### src/rtl/psbs_pkg.sv
// Shared types, constants and arithmetic helpers for the particle staircase bounce step.
package psbs_pkg;

  localparam int CFG_IDX_W = 3;
  localparam int CFG_DATA_W = 10;
  localparam int IN_FIELDS_W = 129;
  localparam int IN_DATA_W = 136;
  localparam int OUT_FIELDS_W = 67;
  localparam int OUT_DATA_W = 72;

  typedef enum logic [CFG_IDX_W-1:0] {
    REG_GRAVITY    = 3'd0,
    REG_DRAG_V     = 3'd1,
    REG_DRAG_H     = 3'd2,
    REG_REST_FLOOR = 3'd3,
    REG_REST_SIDE  = 3'd4,
    REG_LEFT_BOUND = 3'd5
  } psbs_reg_t;

  typedef struct packed {
    logic [7:0] gravity;
    logic [7:0] drag_v;
    logic [7:0] drag_h;
    logic [7:0] rest_floor;
    logic [7:0] rest_side;
    logic [9:0] left_bound;
  } psbs_cfg_t;

  localparam logic [7:0] GRAVITY_RST    = 8'd35;
  localparam logic [7:0] DRAG_V_RST     = 8'd3;
  localparam logic [7:0] DRAG_H_RST     = 8'd0;
  localparam logic [7:0] REST_FLOOR_RST = 8'd25;
  localparam logic [7:0] REST_SIDE_RST  = 8'd35;
  localparam logic [9:0] LEFT_BOUND_RST = 10'd0;

  // Pixel to fixed point with five fraction bits.
  function automatic logic signed [16:0] px(input int n);
    return 17'(n * 32);
  endfunction

  localparam logic signed [16:0] STAIR_SUM   = px(640);
  localparam logic signed [16:0] COL_NONE    = px(159);
  localparam logic signed [16:0] COL_LOW     = px(280);
  localparam logic signed [16:0] COL_MID     = px(400);
  localparam logic signed [16:0] COL_HIGH    = px(520);
  localparam logic signed [16:0] WALL_279    = px(279);
  localparam logic signed [16:0] WALL_399    = px(399);
  localparam logic signed [16:0] WALL_519    = px(519);
  localparam logic signed [16:0] WALL_639    = px(639);
  localparam logic signed [16:0] ROW_479     = px(479);
  localparam logic signed [16:0] ROW_359     = px(359);
  localparam logic signed [16:0] ROW_239     = px(239);
  localparam logic signed [16:0] ROW_119     = px(119);

  localparam logic signed [15:0] POS_FLOOR   = 16'(px(478));
  localparam logic signed [15:0] POS_ROW_479 = 16'(px(474));
  localparam logic signed [15:0] POS_ROW_359 = 16'(px(354));
  localparam logic signed [15:0] POS_ROW_239 = 16'(px(234));
  localparam logic signed [15:0] POS_ROW_119 = 16'(px(114));
  localparam logic signed [15:0] POS_COL_279 = 16'(px(274));
  localparam logic signed [15:0] POS_COL_399 = 16'(px(394));
  localparam logic signed [15:0] POS_COL_519 = 16'(px(514));
  localparam logic signed [15:0] POS_COL_639 = 16'(px(634));

  localparam logic signed [15:0] SPAWN_X_BASE  = 16'(px(640));
  localparam logic signed [15:0] SPAWN_VX_BASE = -16'sd96;
  localparam logic [2:0]         SPAWN_Y_MASK  = 3'b101;

  localparam logic [10:0] DRAW_SPAN_VX = 11'd2000;
  localparam logic [11:0] DRAW_SPAN    = 12'd4000;

  // floor(n/125) for n below 59074 by a reciprocal multiply.
  localparam logic [30:0] RECIP_125   = 31'd33555;
  localparam int          RECIP_SHIFT = 22;

  function automatic logic [7:0] div125(input logic [14:0] n);
    logic [30:0] p;
    p = {16'd0, n} * RECIP_125;
    return 8'(p >> RECIP_SHIFT);
  endfunction

  function automatic logic [11:0] reduce_draw(input logic [11:0] r);
    return (r >= DRAW_SPAN) ? r - DRAW_SPAN : r;
  endfunction

  // Signed 16-bit value times an unsigned 8-bit factor.
  function automatic logic signed [24:0] fprod(input logic signed [15:0] v,
                                               input logic [7:0] k);
    logic signed [24:0] vs;
    logic signed [24:0] ks;
    vs = 25'(v);
    ks = {17'd0, k};
    return vs * ks;
  endfunction

  function automatic logic in_square(input logic signed [15:0] x,
                                     input logic signed [15:0] y);
    logic signed [16:0] xs;
    logic signed [16:0] ys;
    xs = {x[15], x};
    ys = {y[15], y};
    return (xs >= px(519) && xs <= px(530) && ys >= px(119) && ys <= px(130)) ||
           (xs >= px(399) && xs <= px(410) && ys >= px(239) && ys <= px(250)) ||
           (xs >= px(279) && xs <= px(290) && ys >= px(359) && ys <= px(370));
  endfunction

endpackage

### src/rtl/psbs_cfg.sv
// Configuration register file for the particle staircase bounce step.
module psbs_cfg (
  input  logic                                clk,
  input  logic                                rst,
  input  logic                                wr_valid,
  output logic                                wr_ready,
  input  logic [psbs_pkg::CFG_IDX_W-1:0]      wr_index,
  input  logic [psbs_pkg::CFG_DATA_W-1:0]     wr_data,
  output psbs_pkg::psbs_cfg_t                 regs
);
  import psbs_pkg::*;

  assign wr_ready = 1'b1;

  always_ff @(posedge clk) begin
    if (rst) begin
      regs.gravity    <= GRAVITY_RST;
      regs.drag_v     <= DRAG_V_RST;
      regs.drag_h     <= DRAG_H_RST;
      regs.rest_floor <= REST_FLOOR_RST;
      regs.rest_side  <= REST_SIDE_RST;
      regs.left_bound <= LEFT_BOUND_RST;
    end else if (wr_valid) begin
      case (psbs_reg_t'(wr_index))
        REG_GRAVITY:    regs.gravity    <= wr_data[7:0];
        REG_DRAG_V:     regs.drag_v     <= wr_data[7:0];
        REG_DRAG_H:     regs.drag_h     <= wr_data[7:0];
        REG_REST_FLOOR: regs.rest_floor <= wr_data[7:0];
        REG_REST_SIDE:  regs.rest_side  <= wr_data[7:0];
        REG_LEFT_BOUND: regs.left_bound <= wr_data;
        default: ;
      endcase
    end
  end

endmodule

### src/rtl/particle_staircase_bounce_step_top.sv
// Six-stage particle update pipeline: drag, respawn, staircase and floor bounce.
//
//   channel   direction   handshake                 carries
//   s_*       in          s_tvalid / s_tready       particle state and random draws
//   m_*       out         m_tvalid / m_tready       new state and flags
//   cfg_*     in          cfg_valid / cfg_ready     register index and value
//
// One particle enters per cycle unless the output stalls the pipeline.
// The six register stages follow the dependent multiplies: drag, reciprocal
// division of the draws, respawn choice, restitution product, bounce, final add.
// Reset is synchronous and clears the stage valid bits, not the data registers.
// A full stage holds only while the stage after it is held, so bubbles close up.
module particle_staircase_bounce_step_top (
  input  logic                                clk,
  input  logic                                rst,
  input  logic                                s_tvalid,
  output logic                                s_tready,
  // pos_x, pos_y, vel_x, vel_y, rand_spawn_x, rand_spawn_y, rand_spawn_vx,
  // rand_spawn_vy_a, rand_spawn_vy_b, rand_jitter_floor, rand_jitter_side, zero fill
  input  logic [psbs_pkg::IN_DATA_W-1:0]      s_tdata,
  output logic                                m_tvalid,
  input  logic                                m_tready,
  // new_x, new_y, new_vx, new_vy, bounced, erase_old, draw_new, zero fill
  output logic [psbs_pkg::OUT_DATA_W-1:0]     m_tdata,
  input  logic                                cfg_valid,
  output logic                                cfg_ready,
  input  logic [psbs_pkg::CFG_IDX_W-1:0]      cfg_index,
  input  logic [psbs_pkg::CFG_DATA_W-1:0]     cfg_data
);
  import psbs_pkg::*;

  psbs_cfg_t cfg;

  psbs_cfg u_cfg (
    .clk      (clk),
    .rst      (rst),
    .wr_valid (cfg_valid),
    .wr_ready (cfg_ready),
    .wr_index (cfg_index),
    .wr_data  (cfg_data),
    .regs     (cfg)
  );

  logic [5:0] vld;
  logic [5:0] vld_next;
  logic [5:0] en;

  always_comb begin
    en[5] = !vld[5] || m_tready;
    for (int i = 4; i >= 0; i--) begin
      en[i] = !vld[i] || en[i+1];
    end
    vld_next[0] = en[0] ? s_tvalid : vld[0];
    for (int i = 1; i < 6; i++) begin
      vld_next[i] = en[i] ? vld[i-1] : vld[i];
    end
  end

  always_ff @(posedge clk) begin
    if (rst) begin
      vld <= '0;
    end else begin
      vld <= vld_next;
    end
  end

  assign s_tready = en[0];
  assign m_tvalid = vld[5];

  logic signed [16:0] left_px;
  assign left_px = {2'b00, cfg.left_bound, 5'd0};

  logic signed [15:0] in_x, in_y, in_vx, in_vy;
  logic [2:0]  in_rsx, in_rsy;
  logic [10:0] in_rvx;
  logic [11:0] in_rva, in_rvb, in_rjf, in_rjs;

  assign in_x   = s_tdata[15:0];
  assign in_y   = s_tdata[31:16];
  assign in_vx  = s_tdata[47:32];
  assign in_vy  = s_tdata[63:48];
  assign in_rsx = s_tdata[66:64];
  assign in_rsy = s_tdata[69:67];
  assign in_rvx = s_tdata[80:70];
  assign in_rva = s_tdata[92:81];
  assign in_rvb = s_tdata[104:93];
  assign in_rjf = s_tdata[116:105];
  assign in_rjs = s_tdata[128:117];

  // Stage 1: drag products, draw conditioning, spawn position, erase test.
  logic [10:0]        rvx_red;
  logic [11:0]        a_red, b_red, jf_red, js_red, d_mag;
  logic signed [12:0] d_ab;

  always_comb begin
    rvx_red = (in_rvx >= DRAW_SPAN_VX) ? in_rvx - DRAW_SPAN_VX : in_rvx;
    a_red   = reduce_draw(in_rva);
    b_red   = reduce_draw(in_rvb);
    jf_red  = reduce_draw(in_rjf);
    js_red  = reduce_draw(in_rjs);
    d_ab    = $signed({1'b0, a_red}) - $signed({1'b0, b_red});
    d_mag   = d_ab[12] ? 12'(-d_ab) : d_ab[11:0];
  end

  logic signed [15:0] x_s1, y_s1, vx_s1, vy_s1, sx_s1, sy_s1;
  logic signed [24:0] pdh_s1, pdv_s1;
  logic [11:0]        nvx_s1;
  logic [12:0]        nvy_s1;
  logic [14:0]        njf_s1, njs_s1;
  logic               neg_s1, erase_s1;

  always_ff @(posedge clk) begin
    if (en[0]) begin
      x_s1     <= in_x;
      y_s1     <= in_y;
      vx_s1    <= in_vx;
      vy_s1    <= in_vy;
      pdh_s1   <= fprod(in_vx, cfg.drag_h);
      pdv_s1   <= fprod(in_vy, cfg.drag_v);
      nvx_s1   <= {rvx_red, 1'b0};
      nvy_s1   <= {d_mag, 1'b0};
      njf_s1   <= {1'b0, jf_red, 2'b00} + {2'b00, jf_red, 1'b0};
      njs_s1   <= {1'b0, js_red, 2'b00} + {2'b00, js_red, 1'b0};
      neg_s1   <= d_ab[12];
      sx_s1    <= SPAWN_X_BASE - {8'd0, in_rsx, 5'd0};
      sy_s1    <= {8'd0, in_rsy & SPAWN_Y_MASK, 5'd0};
      erase_s1 <= !in_square(in_x, in_y);
    end
  end

  // Stage 2: apply drag and gravity, divide the draws by 125.
  logic signed [15:0] x_s2, y_s2, vx_s2, vy_s2, sx_s2, sy_s2;
  logic [4:0]         qvx_s2;
  logic [5:0]         qvy_s2;
  logic [7:0]         jf_s2, js_s2;
  logic               neg_s2, erase_s2;

  always_ff @(posedge clk) begin
    if (en[1]) begin
      x_s2     <= x_s1;
      y_s2     <= y_s1;
      vx_s2    <= vx_s1 - pdh_s1[20:5];
      vy_s2    <= vy_s1 + {8'd0, cfg.gravity} - pdv_s1[20:5];
      qvx_s2   <= 5'(div125({3'd0, nvx_s1}));
      qvy_s2   <= 6'(div125({2'd0, nvy_s1}));
      jf_s2    <= div125(njf_s1);
      js_s2    <= div125(njs_s1);
      neg_s2   <= neg_s1;
      sx_s2    <= sx_s1;
      sy_s2    <= sy_s1;
      erase_s2 <= erase_s1;
    end
  end

  // Stage 3: first left-bound test and respawn.
  logic signed [16:0] sum_xv2;
  logic               resp_a;
  logic signed [15:0] svx2, svy2;

  always_comb begin
    sum_xv2 = {x_s2[15], x_s2} + {vx_s2[15], vx_s2};
    resp_a  = sum_xv2 < left_px;
    svx2    = SPAWN_VX_BASE - {11'd0, qvx_s2};
    svy2    = neg_s2 ? {10'd0, qvy_s2} : 16'd0 - {10'd0, qvy_s2};
  end

  logic signed [15:0] x_s3, y_s3, vx_s3, vy_s3, sx_s3, sy_s3, svx_s3, svy_s3;
  logic [7:0]         jf_s3, js_s3;
  logic               erase_s3;

  always_ff @(posedge clk) begin
    if (en[2]) begin
      x_s3     <= resp_a ? sx_s2 : x_s2;
      y_s3     <= resp_a ? sy_s2 : y_s2;
      vx_s3    <= resp_a ? svx2 : vx_s2;
      vy_s3    <= resp_a ? svy2 : vy_s2;
      sx_s3    <= sx_s2;
      sy_s3    <= sy_s2;
      svx_s3   <= svx2;
      svy_s3   <= svy2;
      jf_s3    <= jf_s2;
      js_s3    <= js_s2;
      erase_s3 <= erase_s2;
    end
  end

  // Stage 4: wall decisions, second left-bound test and restitution products.
  logic signed [16:0] nx3, ny3, sxy3, brow3, rcol3;
  logic signed [15:0] bpos3, rpos3;
  logic               stair3, has_right3, hb_st3, hr3;

  always_comb begin
    nx3        = {x_s3[15], x_s3} + {vx_s3[15], vx_s3};
    ny3        = {y_s3[15], y_s3} + {vy_s3[15], vy_s3};
    sxy3       = {x_s3[15], x_s3} + {y_s3[15], y_s3};
    stair3     = sxy3 >= STAIR_SUM;
    has_right3 = 1'b1;
    if (nx3 <= COL_NONE) begin
      has_right3 = 1'b0;
      rcol3 = WALL_279;
      rpos3 = POS_COL_279;
      brow3 = ROW_479;
      bpos3 = POS_ROW_479;
    end else if (nx3 <= COL_LOW) begin
      rcol3 = WALL_279;
      rpos3 = POS_COL_279;
      brow3 = ROW_479;
      bpos3 = POS_ROW_479;
    end else if (nx3 <= COL_MID) begin
      rcol3 = WALL_399;
      rpos3 = POS_COL_399;
      brow3 = ROW_359;
      bpos3 = POS_ROW_359;
    end else if (nx3 <= COL_HIGH) begin
      rcol3 = WALL_519;
      rpos3 = POS_COL_519;
      brow3 = ROW_239;
      bpos3 = POS_ROW_239;
    end else begin
      rcol3 = WALL_639;
      rpos3 = POS_COL_639;
      brow3 = ROW_119;
      bpos3 = POS_ROW_119;
    end
    hb_st3 = ny3 >= brow3;
    hr3    = has_right3 && (nx3 >= rcol3);
  end

  logic signed [15:0] x_s4, y_s4, vx_s4, vy_s4, sx_s4, sy_s4, svx_s4, svy_s4;
  logic signed [15:0] ybnc_s4, xbnc_s4;
  logic signed [24:0] prf_s4, prs_s4;
  logic [7:0]         jf_s4, js_s4;
  logic               hit_y_s4, hit_x_s4, resp_s4, erase_s4;

  always_ff @(posedge clk) begin
    if (en[3]) begin
      x_s4     <= x_s3;
      y_s4     <= y_s3;
      vx_s4    <= vx_s3;
      vy_s4    <= vy_s3;
      sx_s4    <= sx_s3;
      sy_s4    <= sy_s3;
      svx_s4   <= svx_s3;
      svy_s4   <= svy_s3;
      prf_s4   <= fprod(vy_s3, cfg.rest_floor);
      prs_s4   <= fprod(vx_s3, cfg.rest_side);
      hit_y_s4 <= stair3 ? hb_st3 : (ny3 >= ROW_479);
      hit_x_s4 <= stair3 && hr3;
      ybnc_s4  <= stair3 ? bpos3 : POS_FLOOR;
      xbnc_s4  <= rpos3;
      resp_s4  <= !stair3 && (nx3 < left_px);
      jf_s4    <= jf_s3;
      js_s4    <= js_s3;
      erase_s4 <= erase_s3;
    end
  end

  // Stage 5: apply bounces, then the second respawn of the floor path.
  logic signed [15:0] vyb4, vxb4;

  always_comb begin
    vyb4 = 16'd0 - prf_s4[20:5] + {8'd0, jf_s4};
    vxb4 = 16'd0 - prs_s4[20:5] - {8'd0, js_s4};
  end

  logic signed [15:0] x_s5, y_s5, vx_s5, vy_s5;
  logic               hit_s5, erase_s5;

  always_ff @(posedge clk) begin
    if (en[4]) begin
      if (resp_s4) begin
        x_s5  <= sx_s4;
        y_s5  <= sy_s4;
        vx_s5 <= svx_s4;
        vy_s5 <= svy_s4;
      end else begin
        x_s5  <= hit_x_s4 ? xbnc_s4 : x_s4;
        y_s5  <= hit_y_s4 ? ybnc_s4 : y_s4;
        vx_s5 <= hit_x_s4 ? vxb4 : vx_s4;
        vy_s5 <= hit_y_s4 ? vyb4 : vy_s4;
      end
      hit_s5   <= hit_y_s4 || hit_x_s4;
      erase_s5 <= erase_s4;
    end
  end

  // Stage 6: advance the position and form the output transaction.
  logic signed [15:0] fx5, fy5;

  always_comb begin
    fx5 = x_s5 + vx_s5;
    fy5 = y_s5 + vy_s5;
  end

  always_ff @(posedge clk) begin
    if (en[5]) begin
      m_tdata <= {(OUT_DATA_W - OUT_FIELDS_W)'(0), !in_square(fx5, fy5), erase_s5, hit_s5,
                  vy_s5, vx_s5, fy5, fx5};
    end
  end

endmodule

### config.mk
export PLATFORM = sky130hd
export DESIGN_NAME = particle_staircase_bounce_step_top
export DESIGN_NICKNAME = d
export VERILOG_FILES = /design/src/rtl/psbs_pkg.sv /design/src/rtl/psbs_cfg.sv /design/src/rtl/particle_staircase_bounce_step_top.sv
export SDC_FILE = /design/constraint.sdc
export NUM_CORES = 2
export LEC_CHECK = 0
export ABC_AREA = 1
export BUFFER_PORTS_ARGS = -buffer_cell sky130_fd_sc_hd__buf_2
export CORE_ASPECT_RATIO = 0.9
export CORE_MARGIN = 5
export CORE_UTILIZATION = 65
export CTS_BUF_LIST = sky130_fd_sc_hd__clkbuf_4
export DETAILED_ROUTE_END_ITERATION = 6
export PLACE_DENSITY_LB_ADDON = 0.2
export SLEW_MARGIN = 0
export SYNTH_ARGS = -nofsm -noshare
export SYNTH_HDL_FRONTEND = slang
export SYNTH_SLANG_ARGS = --single-unit
export TNS_END_PERCENT = 1
### constraint.sdc
create_clock -name clk -period 16 [get_ports clk]
set_input_delay 0.8 -clock clk [delete_from_list [all_inputs] [get_ports clk]]
set_output_delay 0.8 -clock clk [all_outputs]
set_load 0.05 [all_outputs]
==> results.md <==
- Nets: approximately 8,500
- Unique masters post-synth: 66
- Setup TNS: 0 ns
- Slew @ Worst Pin: slightly above 0.9 ns
- Synthesized instance count: a little under 7,000
- WL final: between 100 and 150 mm
- CORE AREA: around 93,000 um^2
- ANT nets after route: 0
- Hold depth: 1
- Clk_skew: around 0.13 ns
- Async set-reset flop share out of synthesis: 0%
- GRT Overall Usage: between 20 and 30%
- Num CTS Buffers: around 180
- Post-layout min period: 5.42 ns
- Crit path required time: approximately 17 ns
- CP Capture Type: flip-flop
- Share of cells above drive strength 1: approximately 8%
- Clk root buf: clkbuf_4
- Worst reg2reg path depth: 15
- Vias in the first global route: about 46,000
- Endpoints failing setup: 0
- Post_cts resized: 0
- Seq cells post-synth: roughly 700
- WL met2: roughly 65 mm
- Clock sink count: around 700
- M1 WL: around 62 mm
- Die Span X: roughly 330 um
- CTS tree: done
- Vias/cell: 5.42
- GP Congestion: between 0.9 and 1
- Vias: about 46,000
- Met3 WL: ~11 mm
- Post-DP HPWL: between 100 and 150 mm
- Drt first pass iters: 6
- Period utilization: about a third
- EDFF count, synth: 641
- DR iter-0 viols: 3,361
- Crit path max fanout: 17
- DRC errors left: 0
- Global-route wire length before repair: roughly 230 mm
- Max cap viols: 0
- Top Layer Used: met5
- Per-cell routed wire length: ~17 um
- Clk pin slew, worst setup/hold paths: about 0.07 ns
- Synthesis Warnings: 0
- GRT overflow: 0
- Syn Area/Cell: around 9.0 um^2
- Sequential fraction of the synthesis area: about 33%
- Run status: completed
- Post-synthesis instance area: between 60,000 and 70,000 um^2
- CP Class: reg -> reg
- Setup bufs post-CTS: 0
- Unrepaired setup endpoints after global routing: false
- Largest net degree at the start of global routing: a little over 80
- IO Port Bufs: approximately 210
- H-tree levels: 4
- Full die area: 100,000 um^2
- Area Growth Syn to Fin: 8.42%
- Initial Util: ~66%
- Max_slew headroom: a little under two fifths
- Largest regs: m_tdata x67, u_cfg.regs x50
- Num rows: about 110
- Count of boundary I/O pins: 229
- Die span in y: around 300 um
- CP arrival: roughly 6.3 ns
- Bufs on Longest Clock Path: 3
- Dominant synthesized flop cell: edfxtp_1
- Max FFs per register: between 60 and 70
- Largest Register: m_tdata
- Initial antenna violation count: 5
- Max-slew violations: 0
- Hold Fails Final Rpt: 0
- Max Clk Rate: 184 MHz
- Clk_lat worst skew: between 1 and 1.5 ns
- Critical Path Source Type: flip-flop
- Hold slack: about 0.14 ns
- Hold WC Path Type: in -> reg
cells by family (layout without fill, tap and decap cells):
kind of cell | after synthesis | in the layout | synth area share (%)
fa+ha+maj | 1230 | 1230 | 31.1
flops | 697 | 697 | 33.4
compound gates | 726 | 726 | 6.74
buf+inv | 1720 | 2186 | 10.7
other cells | 2 | 16 | 0.0123
simple gates | 2121 | 2121 | 14.3
xor+xnor | 255 | 255 | 3.76
final timing paths:
path / start / slack, ns / end
worst max-delay path: u_cfg.regs[12]$_SDFFE_PP0P_ / 10.58 / prs_s4[18]$_DFFE_PP_
worst min-delay path: s_tdata[40] / 0.14 / vx_s1[8]$_DFFE_PP_
worst max register to register: u_cfg.regs[12]$_SDFFE_PP0P_ / 10.58 / prs_s4[18]$_DFFE_PP_
worst min register to register: svy_s3[0]$_DFFE_PP_ / 0.33 / svy_s4[0]$_DFFE_PP_
repair_timing:
| action | in CTS | in global routing |
|---|---|---|
| hold endpoints to repair | 76 | 0 |
| hold buffers | 70 | 0 |
| endpoints found under the setup margin | 0 | 0 |
synth_stat cells, types with 9 or more instances:
master,instances,share of area (%)
buf_2,11,0.090
dfxtp_1,56,1.8
nand4_1,55,0.56
nand2_1,1332,8.2
o211ai_1,24,0.30
nand2_2,14,0.14
a21o_1,17,0.21
fa_1,475,16
a211oi_1,15,0.18
nor3_1,53,0.43
o21a_1,16,0.20
inv_2,9,0.055
or2_2,15,0.15
clkbuf_1,93,0.57
o21bai_1,22,0.27
a31oi_1,19,0.19
ha_1,755,15
o21ai_0,193,1.6
a21oi_1,347,2.8
nand3b_1,10,0.12
nor4_1,13,0.13
nor2_1,361,2.2
inv_1,1566,9.6
edfxtp_1,641,32
buf_1,12,0.074
xor2_1,158,2.3
o2111ai_1,10,0.14
nand3_1,233,1.9
clkbuf_2,18,0.15
xnor2_1,92,1.3
through the flow:
stage / utilization [%] / cell area (um^2) / cells / worst slack [ns]
after global placement: 68.0 / 63200 / 8086 / 10.80
after global routing: 71.1 / 66100 / 8471 / 10.30
after floorplan: - / 61000 / 6755 / 2.42
after CTS: 71.1 / 66100 / 8463 / 10.63
final: 71.1 / 66100 / 8473 / 10.58
after detailed placement: 68.0 / 63200 / 8086 / 10.68
critical path, cell delays in order, from the launching register on:
cell	delay, ns
dfxtp_1	0.80
nand2_1	0.21
fa_1	0.61
fa_1	0.44
fa_1	0.48
fa_1	0.57
inv_1	0.05
ha_1	0.34
a21oi_1	0.14
o21ai_1	0.11
a31oi_1	0.29
o21ai_1	0.18
a21boi_0	0.33
o21ai_1	0.14
a21oi_1	0.19
xor2_1	0.29
layer usage:
metal	global-route usage, %	vias up
met5	0	-
met4	9.79	2
met3	4.65	282
met2	46.6	1698
met1	40.0	21700
li1	-	22200
placed cells by master, fill, tap and decap left out, types with 70 or more instances in the layout:
cell and count:
inv_1 1561, nand2_1 1331, ha_1 755, edfxtp_1 641
fa_1 475, nor2_1 361, a21oi_1 347, clkbuf_4 249
nand3_1 233, buf_2 214, o21ai_0 193, xor2_1 158
xnor2_1 92, dlygate4sd3_1 70
cell type report:
class | count | area, um^2
diodes | 10 | 25.0
clock buffers | 249 | 1870
clock inverters | 58 | 360
fillers | 7154 | 26800
inverters | 1579 | 5940
multi-input cells | 4338 | 34100
flip-flops and latches | 697 | 20400
well taps | 1242 | 1550
repair buffers | 300 | 1890
Power is not shown: default switching activity piles up to over one toggle a cycle in this logic, so the estimate is an artifact.
